--- config.mk ---
export PLATFORM = sky130hd
export DESIGN_NAME = bba_ctrl
export DESIGN_NICKNAME = d
export VERILOG_FILES = /design/src/design/bba_pkg.sv /design/src/design/bba_ctrl.sv
export SDC_FILE = /design/constraint.sdc
export NUM_CORES = 1
export LEC_CHECK = 0
export BUFFER_PORTS_ARGS = -buffer_cell sky130_fd_sc_hd__buf_2
export CORE_ASPECT_RATIO = 1.1
export CORE_MARGIN = 5
export CORE_UTILIZATION = 45
export DETAILED_ROUTE_END_ITERATION = 10
export GPL_TIMING_DRIVEN = 0
export PLACE_DENSITY = 0.81
export SLEW_MARGIN = 20
export SYNTH_ARGS = -nofsm -noshare
export SYNTH_HDL_FRONTEND = slang
export SYNTH_SLANG_ARGS = --single-unit
--- constraint.sdc ---
create_clock -name i_clk -period 2.3 [get_ports i_clk]
set_input_delay 0.23 -clock i_clk [delete_from_list [all_inputs] [get_ports i_clk]]
set_output_delay 0.23 -clock i_clk [all_outputs]
set_load 0.005 [all_outputs]
--- src/design/bba_pkg.sv ---
// ----------------------------------------------------------------------------
// Buddy block allocator package
// Shared types for the controller and the datapath: state codes, the command
// bundle and the status bundle.
// ----------------------------------------------------------------------------
`default_nettype none

package bba_pkg;

    localparam int ADDR_W = 19;

    typedef enum logic [14:0] {
        S_CLEAR   = 15'b000000000000001,
        S_IDLE    = 15'b000000000000010,
        S_FIT     = 15'b000000000000100,
        S_LVL     = 15'b000000000001000,
        S_SCAN_RD = 15'b000000000010000,
        S_SCAN_CK = 15'b000000000100000,
        S_SPLIT   = 15'b000000001000000,
        S_GRANT   = 15'b000000010000000,
        S_FDIV    = 15'b000000100000000,
        S_FCHK    = 15'b000001000000000,
        S_FGL     = 15'b000010000000000,
        S_MRG_RD  = 15'b000100000000000,
        S_MRG_CK  = 15'b001000000000000,
        S_DONE    = 15'b010000000000000,
        S_SPARE   = 15'b100000000000000
    } t_state;

    typedef struct packed {
        logic clear;
        logic load;
        logic fit;
        logic lvl;
        logic scan_rd;
        logic scan_next;
        logic take;
        logic split;
        logic grant;
        logic fdiv;
        logic gl_rd;
        logic gl_clr;
        logic mrg_rd;
        logic merge;
        logic settle;
    } t_cmd;

    typedef struct packed {
        logic clr_last;
        logic alloc_none;
        logic fm_bit;
        logic at_fit;
        logic free_bad;
        logic gl_valid;
        logic at_top;
    } t_sts;

endpackage

`default_nettype wire

--- src/design/bba_ctrl.sv ---
// ----------------------------------------------------------------------------
// Buddy block allocator controller
// Sequences the clearing pass, the allocation search and split, and the free
// merge by issuing one command bundle per cycle to the datapath.
// ----------------------------------------------------------------------------
`default_nettype none

module bba_ctrl (
    input  wire logic          i_clk,
    input  wire logic          i_rst_n,
    input  wire logic          i_start,
    input  wire logic          i_mode,
    input  wire bba_pkg::t_sts i_sts,
    output bba_pkg::t_cmd      o_cmd,
    output logic               o_busy,
    output logic               o_strobe
);

    bba_pkg::t_state r_state;
    bba_pkg::t_state n_state;

    always_ff @(posedge i_clk) begin
        if (!i_rst_n) begin
            r_state <= bba_pkg::S_CLEAR;
        end else begin
            r_state <= n_state;
        end
    end

    always_comb begin
        n_state = r_state;
        o_cmd   = '0;
        case (r_state)
            bba_pkg::S_CLEAR: begin
                o_cmd.clear = 1'b1;
                if (i_sts.clr_last) n_state = bba_pkg::S_IDLE;
            end
            bba_pkg::S_IDLE: begin
                if (i_start) begin
                    o_cmd.load = 1'b1;
                    n_state    = i_mode ? bba_pkg::S_FDIV : bba_pkg::S_FIT;
                end
            end
            bba_pkg::S_FIT: begin
                o_cmd.fit = 1'b1;
                n_state   = bba_pkg::S_LVL;
            end
            bba_pkg::S_LVL: begin
                if (i_sts.alloc_none) begin
                    n_state = bba_pkg::S_DONE;
                end else begin
                    o_cmd.lvl = 1'b1;
                    n_state   = bba_pkg::S_SCAN_RD;
                end
            end
            bba_pkg::S_SCAN_RD: begin
                o_cmd.scan_rd = 1'b1;
                n_state       = bba_pkg::S_SCAN_CK;
            end
            bba_pkg::S_SCAN_CK: begin
                if (i_sts.fm_bit) begin
                    o_cmd.take = 1'b1;
                    n_state    = bba_pkg::S_SPLIT;
                end else begin
                    o_cmd.scan_next = 1'b1;
                    n_state         = bba_pkg::S_SCAN_RD;
                end
            end
            bba_pkg::S_SPLIT: begin
                if (i_sts.at_fit) begin
                    n_state = bba_pkg::S_GRANT;
                end else begin
                    o_cmd.split = 1'b1;
                end
            end
            bba_pkg::S_GRANT: begin
                o_cmd.grant = 1'b1;
                n_state     = bba_pkg::S_DONE;
            end
            bba_pkg::S_FDIV: begin
                o_cmd.fdiv = 1'b1;
                n_state    = bba_pkg::S_FCHK;
            end
            bba_pkg::S_FCHK: begin
                if (i_sts.free_bad) begin
                    n_state = bba_pkg::S_DONE;
                end else begin
                    o_cmd.gl_rd = 1'b1;
                    n_state     = bba_pkg::S_FGL;
                end
            end
            bba_pkg::S_FGL: begin
                if (!i_sts.gl_valid) begin
                    n_state = bba_pkg::S_DONE;
                end else begin
                    o_cmd.gl_clr = 1'b1;
                    n_state      = bba_pkg::S_MRG_RD;
                end
            end
            bba_pkg::S_MRG_RD: begin
                if (i_sts.at_top) begin
                    o_cmd.settle = 1'b1;
                    n_state      = bba_pkg::S_DONE;
                end else begin
                    o_cmd.mrg_rd = 1'b1;
                    n_state      = bba_pkg::S_MRG_CK;
                end
            end
            bba_pkg::S_MRG_CK: begin
                if (i_sts.fm_bit) begin
                    o_cmd.merge = 1'b1;
                    n_state     = bba_pkg::S_MRG_RD;
                end else begin
                    o_cmd.settle = 1'b1;
                    n_state      = bba_pkg::S_DONE;
                end
            end
            bba_pkg::S_DONE: begin
                n_state = bba_pkg::S_IDLE;
            end
            default: begin
                n_state = bba_pkg::S_IDLE;
            end
        endcase
    end

    assign o_busy   = (r_state != bba_pkg::S_IDLE);
    assign o_strobe = (r_state == bba_pkg::S_DONE);

endmodule

`default_nettype wire

-- After elaboration in Yosys (flattened, before gate mapping)
Index checks and enable logic that the tools add are counted.
- flip-flop bits (word level): 15
- input bits: 11
- output and inout bits: 17
- word-level logic and storage cells: 54
- equal/unequal tests: 18
- mux-type cells: 34
- reductions and logical operators: 1
- operators with widths (kind ; count):
    one-hot mux 15 bit (13 select lines) ; 1
    two-way mux 14 bit ; 5
    two-way mux 15 bit ; 3
    two-way mux 1 bit ; 21
    == test 15 x 1 -> 1 bit (second input constant) ; 1
    == test 15 x 10 -> 1 bit (second input constant) ; 1
    == test 15 x 11 -> 1 bit (second input constant) ; 1
    == test 15 x 12 -> 1 bit (second input constant) ; 1
    == test 15 x 13 -> 1 bit (second input constant) ; 1
    == test 15 x 14 -> 1 bit (second input constant) ; 1
    == test 15 x 2 -> 1 bit (second input constant) ; 1
    == test 15 x 3 -> 1 bit (second input constant) ; 1
    == test 15 x 4 -> 1 bit (second input constant) ; 1
    == test 15 x 5 -> 1 bit (second input constant) ; 1
    == test 15 x 6 -> 1 bit (second input constant) ; 1
    == test 15 x 7 -> 1 bit (second input constant) ; 1
    == test 15 x 8 -> 1 bit (second input constant) ; 1
    == test 15 x 9 -> 1 bit (second input constant) ; 1
    != test 15 x 2 -> 1 bit (second input constant) ; 1
    two-way mux 9 bit ; 1
    two-way mux 7 bit ; 1
    != test 2 bit (second input constant) ; 3
    AND reduction 3 bit ; 1
    two-way mux 2 bit ; 1
    one-hot mux 1 bit (2 select lines) ; 1

-- Longest topological paths before layout
- depth in word-level cells: 3
- depth in mapped cells: 7
- mapped depth without buffers: 5

-- Worst setup path after synthesis
Ideal clock, no wire load.
- path kind: register to output
- start: register r_state[3]
- end: output o_cmd[13] (netlist name)
- data arrival time: 1.545 ns
- required time: 2.070 ns
- path slack: 0.525 ns
- cell stages (with the launch flop): 7
- path buffers: 2
- cell sequence: dfxtp_1 buf_6 nor4_4 nand4_2 or3_1 buf_6 nor2_1
- RTL lines (what ; RTL line ; RTL):
    from (decl) ; bba_ctrl.sv:19 ; bba_pkg::t_state r_state;
    from (signal assigned) ; bba_ctrl.sv:24 ; r_state <= bba_pkg::S_CLEAR;
    from (signal assigned) ; bba_ctrl.sv:26 ; r_state <= n_state;
    to (decl) ; bba_ctrl.sv:14 ; output bba_pkg::t_cmd o_cmd,

==> summary.md <==
| Metric | Value |
|---|---|
| Status | finished, final reports clean |
| Htree depth | 1 |
| Seq/Total Area, Yosys | 0.270 |
| Share of layout cells above drive strength 1 | 0.390 |
| FF-to-FF Start | r_state[11] |
| Final cell count without fillers | 194 |
| GPL Wtd Cong | 0.920 |
| First-pass GRT wire length | 4320 um |
| Most Used Layer, Global Route | met2 |
| Dpl cells | 184 |
| Final worst-path cycle share | 0.954 |
| Synth cell types | 48 |
| Worst Path Arrival | 1.96 ns |
| Post-DP Area | 0.00121 sq mm |
| Via count | 1064 |
| Hold path startpoint | i_mode |
| Drt total wl | 2630 um |
| Worst Clk Skew | 0.000924 ns |
| Largest net degree at the start of global routing | 11 |
| GRT Overall Usage | 0.159 |
| CTS root buffer | clkbuf_4 |
| Yosys reg bits | 14 |
| Vias per std cell | 5.48 |
| Sw power | 195 uW |
| CTS buffer count | 3 |
| Core outline area | 0.00223 sq mm |
| Sw Share | 0.312 |
| IO Pins | 28 |
| Overflow after GRT | 0 |
| DR iter-0 viols | 36 |
| Post-Syn Nets | 138 |
| Mapped cell area | 0.00104 sq mm |
| YS warnings | 0 |
| Die footprint | 0.00337 sq mm |
| Initial DRT Pass Iterations | 4 |
| P_leak | 0.000561 uW |
| CTS sink cnt | 14 |
| Comb power frac | 0.288 |
| Maximum clock path buffer count | 2 |
| Pwr dens | 479 mW/mm^2 |
| Most flops, register | r_state |
| CP top delay family | simple AND/OR/NAND/NOR gates |
| Pwr Total | 624 uW |
| Count of final max-slew check failures | 0 |
| Per-cell routed wire length | 13.6 um |
| Mean Syn Cell Area | 8.18 sq um |
| GRT met3 Usage | 0.0255 |
| Post-synth EDFFs | 0 |
| Hold Path Class | input pin to flip-flop |
| Internal Power | 429 uW |
| Max-cap violation count | 0 |
| Vias in the first global route | 1005 |
| Met1 usage | 0.184 |
| Max FFs per register | 14 |
| Peak Freq | 456 MHz |
| Sequential share of power | 0.419 |
| Clock network power share | 0.294 |
| Worst path slowest cell | or3_4 |
| Slew @ Worst Pin | 0.470 ns |
| Final worst path period need | 2.19 ns |
| Final hold violations | 0 |
| Routed Antenna Nets | 0 |
| Crit path kind | flip-flop to output pin |
| Die H | 60.4 um |
| WP buf/inv | 2 |
| M2 GR Usage | 0.287 |
| Area grow syn2layout | 25.3% |
| Worst EP required | 2.07 ns |
| Max-slew headroom | 0.686 |
| Post-DP HPWL | 2010 um |
| Crit start category | flip-flop |
| ANT cells | 0 |
| Clock insertion delay at the later pin of the skew report | 0.29 ns |
| Setup TNS | 0 ns |
| Clock-pin slew on the worst setup and hold paths | 0.09 ns |
| Syn Inst Count | 127 |
| Max VDD drop | 0.000250 V |
| Initial antenna violation count | 0 |
| Effective utilization at floorplan | 0.466 |
| Largest regs | r_state: 14 flops |
| Largest stage delay on the critical path | 0.46 ns |
| IO buf count | 27 |
| CP max FO | 9 |
| DIE WIDTH | 55.8 um |
| CP Cell Sequence | buf_6 > nor4_4 > nand4_2 > or3_4 > nor2_2 > buf_2 |
| RSZ-0062 raised after global routing | no |
| Top FF cell, synth | dfxtp_1 |
| CP Capture Type | output pin |
| Worst Setup SP | r_state[11] |
| # DRC | 0 |
| Synth async-reset ratio | 0 |
| Design Area, Final | 0.00130 sq mm |
| Final setup vio count | 0 |
| CTS tree | yes |
| Site Rows | 18 |
| Final layout net count | 176 |
logic make-up (layout without fill, tap and decap cells):
family	count (synthesis)	count (layout)	share of synthesized area
AND/OR/NAND/NOR	74	74	0.471
AO/OA/AOI/OAI	20	20	0.145
buffers and inverters	16	53	0.0891
flip-flops	14	14	0.270
XOR/XNOR	3	3	0.0253
metrics by stage:
step | setup WS, ns | hold slack (ns) | utilization
finish | 0.105 | 0.112 | 0.584
global route | 0.00866 | 0.126 | 0.584
CTS | 0.0118 | 0.114 | 0.559
detailed placement | 0.331 | 0.419 | 0.543
global placement | 0.356 | 0.412 | 0.543
floorplan | 0.525 | 0.300 | -
metal layers:
| layer | vias to the layer above | part of all wire | wire (um) |
|---|---|---|---|
| met5 | - | 0 | 0 |
| met3 | 7 | 0.058 | 152 |
| li1 | 541 | - | - |
| met1 | 484 | 0.43 | 1130 |
| met2 | 32 | 0.49 | 1300 |
| met4 | 0 | 0.019 | 49 |
cell usage in the layout, fill, tap and decap left out, drive strengths merged, types with 2 or more instances in the layout:
cell type,count
nand4,4
xor2,2
a21oi,3
nand2,10
inv,8
o21ba,2
nand2b,2
clkbuf,6
nor3,14
nor3b,3
dfxtp,14
nand3,3
buf,39
o21ai,7
nor4,9
nor2,14
or4,2
path summary, 6_finish.rpt:
| check | to | slack [ns] | cells after the start |
|---|---|---|---|
| setup / recovery | o_cmd[13] | 0.11 | 6 |
| hold reg to reg | r_state[13] | 0.53 | 2 |
| setup reg to reg | r_state[4] | 0.30 | 8 |
| hold / removal | r_state[2] | 0.11 | 2 |
cells in the mapped netlist, drive strengths merged (2+ instances only):
library cell | n | area [sq um]
dfxtp | 14 | 280
nor2 | 14 | 52.6
nor3 | 14 | 95.1
nand2 | 10 | 37.5
nor4 | 9 | 98.8
inv | 8 | 30.0
o21ai | 7 | 38.8
buf | 6 | 53.8
nand4 | 4 | 31.3
a21oi | 3 | 15.0
nand3 | 3 | 15.0
nor3b | 3 | 22.5
clkbuf | 2 | 8.75
nand2b | 2 | 12.5
o21ba | 2 | 20.0
or4 | 2 | 15.0
xor2 | 2 | 17.5
cell type report:
class                   instances  area [sq um]
plain buffers                   7          55.1
clock buffers                   4          36.3
fillers                       202           928
well taps                      30          37.5
flip-flops and latches         14           282
repair buffers                 34           188
inverters                       8          30.0
multi-input cells              97           673
repair_timing:
| action | 4_1_cts | 5_1_grt |
|---|---|---|
| gates resized for setup | 0 | 4 |
| endpoints found under the setup margin | 0 | 4 |
| buffers inserted | 0 | 7 |
| hold buffers | 0 | 0 |
power groups by stage:
stage / registers, uW / clock network, uW / logic (uW)
6_report: 261 / 183 / 179
3_5_place_dp: 267 / 0 / 158
4_1_cts: 261 / 186 / 159
3_3_place_gp: 266 / 0 / 154
5_1_grt: 262 / 192 / 197
2_1_floorplan: 263 / 0 / 118
No activity file was read; power rests on OpenSTA's default activity.
